===== src/rtl/core/lpp_pkg.sv =====
`default_nettype none
package lpp_pkg;

	// width of every world and screen coordinate
	localparam int COORD_BITS = 16;

	// register indexes of the configuration port
	localparam int CFG_IDX_BITS = 1;
	localparam logic [CFG_IDX_BITS-1:0] REG_SCREEN_SCALE = 1'b0;
	localparam logic [CFG_IDX_BITS-1:0] REG_GRID_UNITS   = 1'b1;

	localparam int SCALE_BITS = 16;
	localparam int UNITS_BITS = 12;
	localparam logic [SCALE_BITS-1:0] SCALE_RESET = 16'd800;
	localparam logic [UNITS_BITS-1:0] UNITS_RESET = 12'd10;

	// internal datapath widths
	localparam int UZ_BITS  = COORD_BITS + 14;                  // u*(z+1)
	localparam int AW_BITS  = COORD_BITS + 18;                  // inner sums, divisor
	localparam int ZUZ_BITS = 2 * COORD_BITS + 14;              // z*u*(z+1)
	localparam int NW_A     = COORD_BITS + 35;
	localparam int NW_B     = 2 * COORD_BITS + 19;
	localparam int NW_BITS  = (NW_A > NW_B) ? NW_A : NW_B;      // numerators

	typedef struct packed {
		logic                          is_line;
		logic signed [COORD_BITS-1:0]  start_x;
		logic signed [COORD_BITS-1:0]  start_y;
		logic signed [COORD_BITS-1:0]  start_z;
		logic signed [COORD_BITS-1:0]  end_x;
		logic signed [COORD_BITS-1:0]  end_y;
		logic signed [COORD_BITS-1:0]  end_z;
	} in_t;

	typedef struct packed {
		logic signed [COORD_BITS-1:0]  screen_x1;
		logic signed [COORD_BITS-1:0]  screen_y1;
		logic signed [COORD_BITS-1:0]  screen_x2;
		logic signed [COORD_BITS-1:0]  screen_y2;
		logic                          bad_depth;
		logic                          clipped;
	} out_t;

	// status of one finished quotient
	typedef struct packed {
		logic zero;
		logic clip;
	} div_flags_t;

endpackage
`default_nettype wire


===== src/rtl/core/lpp_div.sv =====
`default_nettype none
module lpp_div
	import lpp_pkg::*;
(
	input  wire logic                          clk,
	input  wire logic                          en,
	input  wire logic signed [NW_BITS-1:0]     num,
	input  wire logic signed [AW_BITS-1:0]     den,
	output logic signed [COORD_BITS-1:0]       quo,
	output div_flags_t                         flags
);

	localparam int QB = COORD_BITS + 1;
	localparam int RW = NW_BITS + COORD_BITS + 2;
	localparam logic [QB-1:0] POS_MAX = QB'((2 ** (COORD_BITS - 1)) - 1);
	localparam logic [QB-1:0] NEG_MAX = QB'(2 ** (COORD_BITS - 1));

	logic [RW-1:0] rem_s  [0:QB];
	logic [RW-1:0] dv_s   [0:QB];
	logic [QB-1:0] q_s    [0:QB];
	logic          neg_s  [0:QB];
	logic          zero_s [0:QB];
	logic          ovf_s  [0:QB];

	logic [NW_BITS-1:0] an;
	logic [AW_BITS-1:0] ad;

	// magnitudes, sign and range check
	always_comb begin
		an = num[NW_BITS-1] ? NW_BITS'(-num) : NW_BITS'(num);
		ad = den[AW_BITS-1] ? AW_BITS'(-den) : AW_BITS'(den);
	end

	always_ff @(posedge clk) begin
		if (en) begin
			rem_s[0]  <= RW'(an);
			dv_s[0]   <= RW'(ad);
			q_s[0]    <= '0;
			neg_s[0]  <= num[NW_BITS-1] ^ den[AW_BITS-1];
			zero_s[0] <= (ad == '0);
			ovf_s[0]  <= (RW'(an) >= (RW'(ad) << QB));
		end
	end

	// one quotient bit per stage, most significant first
	for (genvar k = 0; k < QB; k++) begin : g_step
		localparam int BIT = QB - 1 - k;
		logic [RW-1:0] trial;
		logic          take;

		always_comb begin
			trial = rem_s[k] - (dv_s[k] << BIT);
			take  = (rem_s[k] >= (dv_s[k] << BIT));
		end

		always_ff @(posedge clk) begin
			if (en) begin
				rem_s[k+1]  <= take ? trial : rem_s[k];
				q_s[k+1]    <= q_s[k] | (take ? (QB'(1) << BIT) : '0);
				dv_s[k+1]   <= dv_s[k];
				neg_s[k+1]  <= neg_s[k];
				zero_s[k+1] <= zero_s[k];
				ovf_s[k+1]  <= ovf_s[k];
			end
		end
	end

	// sign, saturation and the zero divisor case
	logic [QB-1:0]           qm;
	logic                    sat;
	logic signed [COORD_BITS-1:0] qv;
	logic signed [COORD_BITS-1:0] quo_q;
	div_flags_t              flags_q;

	always_comb begin
		qm  = q_s[QB];
		sat = ovf_s[QB] || (neg_s[QB] ? (qm > NEG_MAX) : (qm > POS_MAX));
		if (zero_s[QB]) begin
			qv = '0;
		end else if (sat) begin
			qv = neg_s[QB] ? $signed({1'b1, {(COORD_BITS-1){1'b0}}})
			               : $signed({1'b0, {(COORD_BITS-1){1'b1}}});
		end else begin
			qv = neg_s[QB] ? COORD_BITS'(-qm) : COORD_BITS'(qm);
		end
	end

	always_ff @(posedge clk) begin
		if (en) begin
			quo_q        <= qv;
			flags_q.zero <= zero_s[QB];
			flags_q.clip <= sat && !zero_s[QB];
		end
	end

	assign quo   = quo_q;
	assign flags = flags_q;

endmodule
`default_nettype wire

===== config.mk =====
export PLATFORM = sky130hd
export DESIGN_NAME = lpp_div
export DESIGN_NICKNAME = d
export VERILOG_FILES = /design/src/rtl/core/lpp_pkg.sv /design/src/rtl/core/lpp_div.sv
export SDC_FILE = /design/constraint.sdc
export NUM_CORES = 2
export LEC_CHECK = 0
export BUFFER_PORTS_ARGS = -buffer_cell sky130_fd_sc_hd__buf_2
export CORE_ASPECT_RATIO = 1.4
export CORE_MARGIN = 8
export CORE_UTILIZATION = 50
export CTS_CLUSTER_DIAMETER = 80
export DETAILED_ROUTE_END_ITERATION = 10
export GPL_ROUTABILITY_DRIVEN = 0
export HOLD_SLACK_MARGIN = 0.15
export PLACE_DENSITY_LB_ADDON = 0.05
export SYNTH_ARGS = -nofsm -noshare
export SYNTH_HDL_FRONTEND = slang
export SYNTH_SLANG_ARGS = --single-unit

===== constraint.sdc =====
create_clock -name clk -period 6.9 [get_ports clk]
set_clock_uncertainty 0.1 [all_clocks]
set_input_delay 1.38 -clock clk [delete_from_list [all_inputs] [get_ports clk]]
set_output_delay 1.38 -clock clk [all_outputs]
set_load 0.02 [all_outputs]

# ---- Word-level counts from Yosys, hierarchy flattened
# Memories as Yosys holds them, arrays and structs flattened.
# Index checks and enable logic that the tools add are counted.
dict set report totals {
  regBits 18
  mem_bits_rw 2844
  inputBits 87
  out_inout_bits 18
  n_memories 6
}
# memory depth word_bits read_ports rd_clocked_by_memory_dff wr line
set mem_list {}
lappend mem_list {dv_s 18 69 17 0 18 lpp_div.sv:19} ;# logic [RW-1:0] dv_s [0:QB];
lappend mem_list {rem_s 18 69 17 0 18 lpp_div.sv:18} ;# logic [RW-1:0] rem_s [0:QB];
lappend mem_list {q_s 18 17 18 0 18 lpp_div.sv:20} ;# logic [QB-1:0] q_s [0:QB];
lappend mem_list {neg_s 18 1 18 0 18 lpp_div.sv:21} ;# logic neg_s [0:QB];
lappend mem_list {ovf_s 18 1 18 0 18 lpp_div.sv:23} ;# logic ovf_s [0:QB];
lappend mem_list {zero_s 18 1 18 0 18 lpp_div.sv:22} ;# logic zero_s [0:QB];
dict set report classes {
  n_addsub 20
  n_lt_le_gt_ge 20
  n_mux 42
  bitwise 18
  n_reduce_logical 4
}
# cell count
set op_table {}
lappend op_table {{$ge A69 B69 Y1} 17}
lappend op_table {{$mux W69} 17}
lappend op_table {{$sub A69 B69 Y69} 17}
lappend op_table {{$mux W16} 4}
lappend op_table {{$ge A51 B51 Y1} 1}
lappend op_table {{$mux W51} 1}
lappend op_table {{$neg A51 Y51} 1}
lappend op_table {{$logic_not A34 Y1} 1}
lappend op_table {{$mux W34} 1}
lappend op_table {{$neg A34 Y34} 1}
lappend op_table {{$gt A17 B15 Y1 const B} 1}
lappend op_table {{$gt A17 B16 Y1 const B} 1}
lappend op_table {{$mux W17} 1}
lappend op_table {{$or A17 B1 Y17} 1}
lappend op_table {{$or A17 B10 Y17} 1}
lappend op_table {{$or A17 B11 Y17} 1}
lappend op_table {{$or A17 B12 Y17} 1}
lappend op_table {{$or A17 B13 Y17} 1}
lappend op_table {{$or A17 B14 Y17} 1}
lappend op_table {{$or A17 B15 Y17} 1}
lappend op_table {{$or A17 B16 Y17} 1}
lappend op_table {{$or A17 B17 Y17} 1}
lappend op_table {{$or A17 B2 Y17} 1}
lappend op_table {{$or A17 B3 Y17} 1}
lappend op_table {{26 further kinds} 29}

# ---- Logic depth before layout (Yosys ltp)
dict set report logic_depth {
  ltp_word 4
  mapped_depth 23
  mapped_depth_nobuf 22
}

# ---- Worst setup path before layout
# Ideal clock, no wire load.
dict set report synth_timing {
  kind {input port to flip-flop}
  start {input port num[9]}
  end {memory ovf_s[0], data pin}
  setup_time_ns 0.267
  arrival_ns 5.803
  slack_ns 0.730
  stages 18
  n_path_buf 1
  path_cell_list {or4_4 -> nor2_4 -> nand2b_2 -> or4_4 -> or3_4 -> or4_4 -> or4_4 -> or3_1 -> buf_6 -> o41ai_4 -> xnor2_1 -> ha_1 -> a21o_1 -> a21o_1 -> a21oi_1 -> o21ai_0 -> a221oi_1 -> nand3_1}
}
# item line
set synth_lines {}
lappend synth_lines {{start: declaration} lpp_div.sv:7} ;# input wire logic signed [NW_BITS-1:0] num,
lappend synth_lines {{end: declaration} lpp_div.sv:23}

==> reports/metrics.csv <==
stage;metric;value;unit
power;Switch Pwr;16.26;mW
finish;commonest non-fill, non-tap cell in the layout;edfxtp_1;
clocking;CTS Buf Count;205;
yosys;Yosys cell types;92;
clocking;number of gates resized after CTS;0;
sta;slew margin rel.;0.07318;
worst_setup_path;Req. time, crit path;7.47;ns
global_route;largest net degree at the start of global routing;187;
power;Flop pwr share;0.390;
routing;drt drc;0;
routing;DR pass1 iterations;7;
sta;count of final hold-check violations;0;
die;Die ar.;233600;µm²
global_route;Tot GR Track Use;0.2209;
clocking;cts hold-fix bufs;0;
finish;Syn-to-layout area delta;9.715;%
routing;Vias/cell;5.716;
min_path;Hold Crit Class;flop to flop;
die;core area;217700;µm²
clocking;Clock transition at path regs;0.06;ns
die;# rows;203;
run;Max Cap Viol;0;
worst_setup_path;Bufs and invs on worst path;5;
finish;Non-Filler Instances;13155;
power;combinational cell fraction of total power;0.384;
yosys;synthesized area;109100;µm²
worst_setup_path;Setup CP Type;input pin to flop;
worst_setup_path;Worst EP arrival;6.71;ns
clocking;CTS tree;built;
clocking;Sink Count;1958;
power;Pwr Density;384.6;nW/µm²
worst_setup_path;crit-path most repeated cell;buf_4;
sta;Final Cycle Share;0.8892;
finish;FILL cells;18487;
yosys;Post-synth top flop;edfxtp_1;
power;worst vdd ir;0.2438;mV
place;Port Buffers;104;
clocking;H-tree depth;4;
sta;worst setup margin;0.7645;ns
power;Leakage;45.97;nW
finish;commonest cells after routing, fill and taps aside;1958 x edfxtp_1, 779 x nand2_1, 778 x a21oi_1;
finish;nets;10846;
global_route;total grt overflow;0;
sta;Final min period;6.135;ns
routing;post-DR wirelength/cell;20.11;µm
sta;Slew @ Worst Pin;1.378;ns
sta;RSZ-0062 raised after global routing;false;
sta;Fmax achieved;163.0;MHz
routing;DR vias;75200;
global_route;initial antenna violation count;3;
place;Post-Place Setup Slack;-0.02957;ns
die;die height;568.7;µm
yosys;number of enable flip-flop cells after synthesis;1958;
yosys;synthesized net count;10688;
worst_setup_path;crit-path max FO;7;
routing;post-route ant nets;0;
finish;layout cells sized above 1;0.06916;
die;initial core utilization;0.5011;
power;power share of the clock group;0.226;
global_route;vias in the first global route;78849;
die;I/O pins;105;
worst_setup_path;critical path's slowest cell;or4_4;
worst_setup_path;critical path's largest stage delay;0.50;ns
routing;DRT iter0 DRCs;4149;
sta;final setup fails;0;
place;HPWL after DPL;207.1;mm
worst_setup_path;CP Launch Type;input pin;
clocking;clock tree root buffer cell;clkbuf_16;
clocking;CTS Buffer Depth;4;
power;switch share;0.3532;
place;Cells after DPL;12789;
die;Die Wd;410.8;µm
yosys;Post-Syn Area per Cell;10.94;µm²
routing;final wirelength;264.6;mm
yosys;ys async rst share;0;
worst_setup_path;Crit path max-delay family;simple AND/OR/NAND/NOR gates;
clocking;Post-CTS Setup Repair Bufs;0;
worst_setup_path;crit end category;flop;
global_route;first-pass GRT wire length;411.6;mm
yosys;Mapped Cells;9968;
sta;Slew Limit Fails;0;
power;internal power;29.77;mW
yosys;Syn. warnings;0;
yosys;post-synthesis sequential area ratio;0.5390;
status;status;finished, final reports clean;
clocking;clk_lat worst skew;0.86;ns
yosys;synthesized flop and latch total;1958;
worst_setup_path;CP Cell Sequence;buf_2 > nor4_1 > buf_4 > nand2b_1 > nand2b_2 > or4_4 > or3_4 > or4_4 > or4_4 > or3_1 > buf_4 > o31ai_4 > xnor2_1 > ha_1 > nand4_1 > nor4_1 > buf_4 > nand4_1 > nor4_1 > nand4_1 > buf_4 > nand3_1;
logic make-up (layout without fill, tap and decap cells):
kind of cell | Yosys count | count (layout) | share of synthesized area
AOI/OAI and AO/OA | 2346 | 2346 | 0.1335
adders and majority gates | 633 | 633 | 0.07371
DFF | 1958 | 1958 | 0.5390
and+or+nand+nor | 2933 | 2933 | 0.1326
buffers and inverters | 1072 | 1384 | 0.03701
other | 0 | 5 | 0
muxes | 81 | 81 | 0.008316
xor gates and xnor gates | 945 | 945 | 0.07587
final timing paths:
| kind | startpoint | end | slack, ns | cells past startpoint |
|---|---|---|---|---|
| max | num[6] | ovf_s[0] | 0.76 | 22 |
| min | q_s[8][12] | q_s[9][12] | 0.31 | 0 |
| max reg2reg | rem_s[10][30] | rem_s[11][56] | 1.42 | 15 |
| min reg2reg | q_s[8][12] | q_s[9][12] | 0.31 | 0 |
Yosys cell counts, drive strengths merged (46+ instances only):
cell	number	area [µm²]
o21ai	564	2826
nor2b	91	569.3
nand4	159	994.7
o21a	89	668.1
mux2	77	867.1
xor2	446	3906
xnor2	499	4370
o31ai	76	598.1
inv	775	2909
clkbuf	268	1007
o21bai	76	570.6
nor3	240	1201
edfxtp	1958	58800
a211oi	61	457.9
nand2b	96	603.1
or2	46	287.8
nand3	174	870.8
or4	76	585.6
a31oi	64	400.4
nand2	781	2932
or3	85	536.8
nor2	756	2845
a21oi	780	3904
a21o	338	2537
nor4	186	1164
and3	50	312.8
ha	617	7720
routing by layer:
layer	global-route usage	vias up	wire length [µm]
met2	0.4724	1789	154600
met4	0.1640	0	22800
li1	-	36980	-
met3	0.02297	1001	6821
met5	0	-	0
met1	0.1744	35430	80340
power by group through the flow:
stage	clock [mW]	sequential, mW	combinational, mW
finish	10.4	18.0	17.7
global route	11.1	18.2	19.5
CTS	10.7	17.9	17.5
detailed placement	0	18.1	17.4
global placement	0	18.1	17.1
floorplan	0	17.6	13.1
final cells by class:
type / instances / area, µm² / share of cell area
inverters: 777 / 2917 / 0.02437
diodes: 5 / 12.51 / 0.0001045
clock buffers: 251 / 5345 / 0.04466
clock inverters: 110 / 928.4 / 0.007757
well taps: 2870 / 3591 / 0.03000
repair buffers: 246 / 1727 / 0.01443
flip-flops and latches: 1958 / 58800 / 0.4913
multi-input cells: 6938 / 46360 / 0.3874
metrics by stage:
stage / instance area (µm²) / setup TNS [ns] / hold slack [ns] / util / power [mW]
after floorplan: 109100 / 0 / 0.3003 / - / 30.69
after global placement: 113400 / -0.1187 / 0.3008 / 0.5209 / 35.15
after detailed placement: 113400 / -0.02957 / 0.3045 / 0.5209 / 35.55
after CTS: 119700 / 0 / 0.2988 / 0.5498 / 46.11
after global routing: 119700 / 0 / 0.3184 / 0.5498 / 48.82
final: 119700 / 0 / 0.3121 / 0.5498 / 46.03
registers in the layout, summed over array words and instances (netlist names):
register / cells
quo: 16
neg_s: 18
flags: 2
zero_s: 18
q_s: 153
rem_s: 1155
dv_s: 578
ovf_s: 18
No activity file was read; power rests on OpenSTA's default activity.
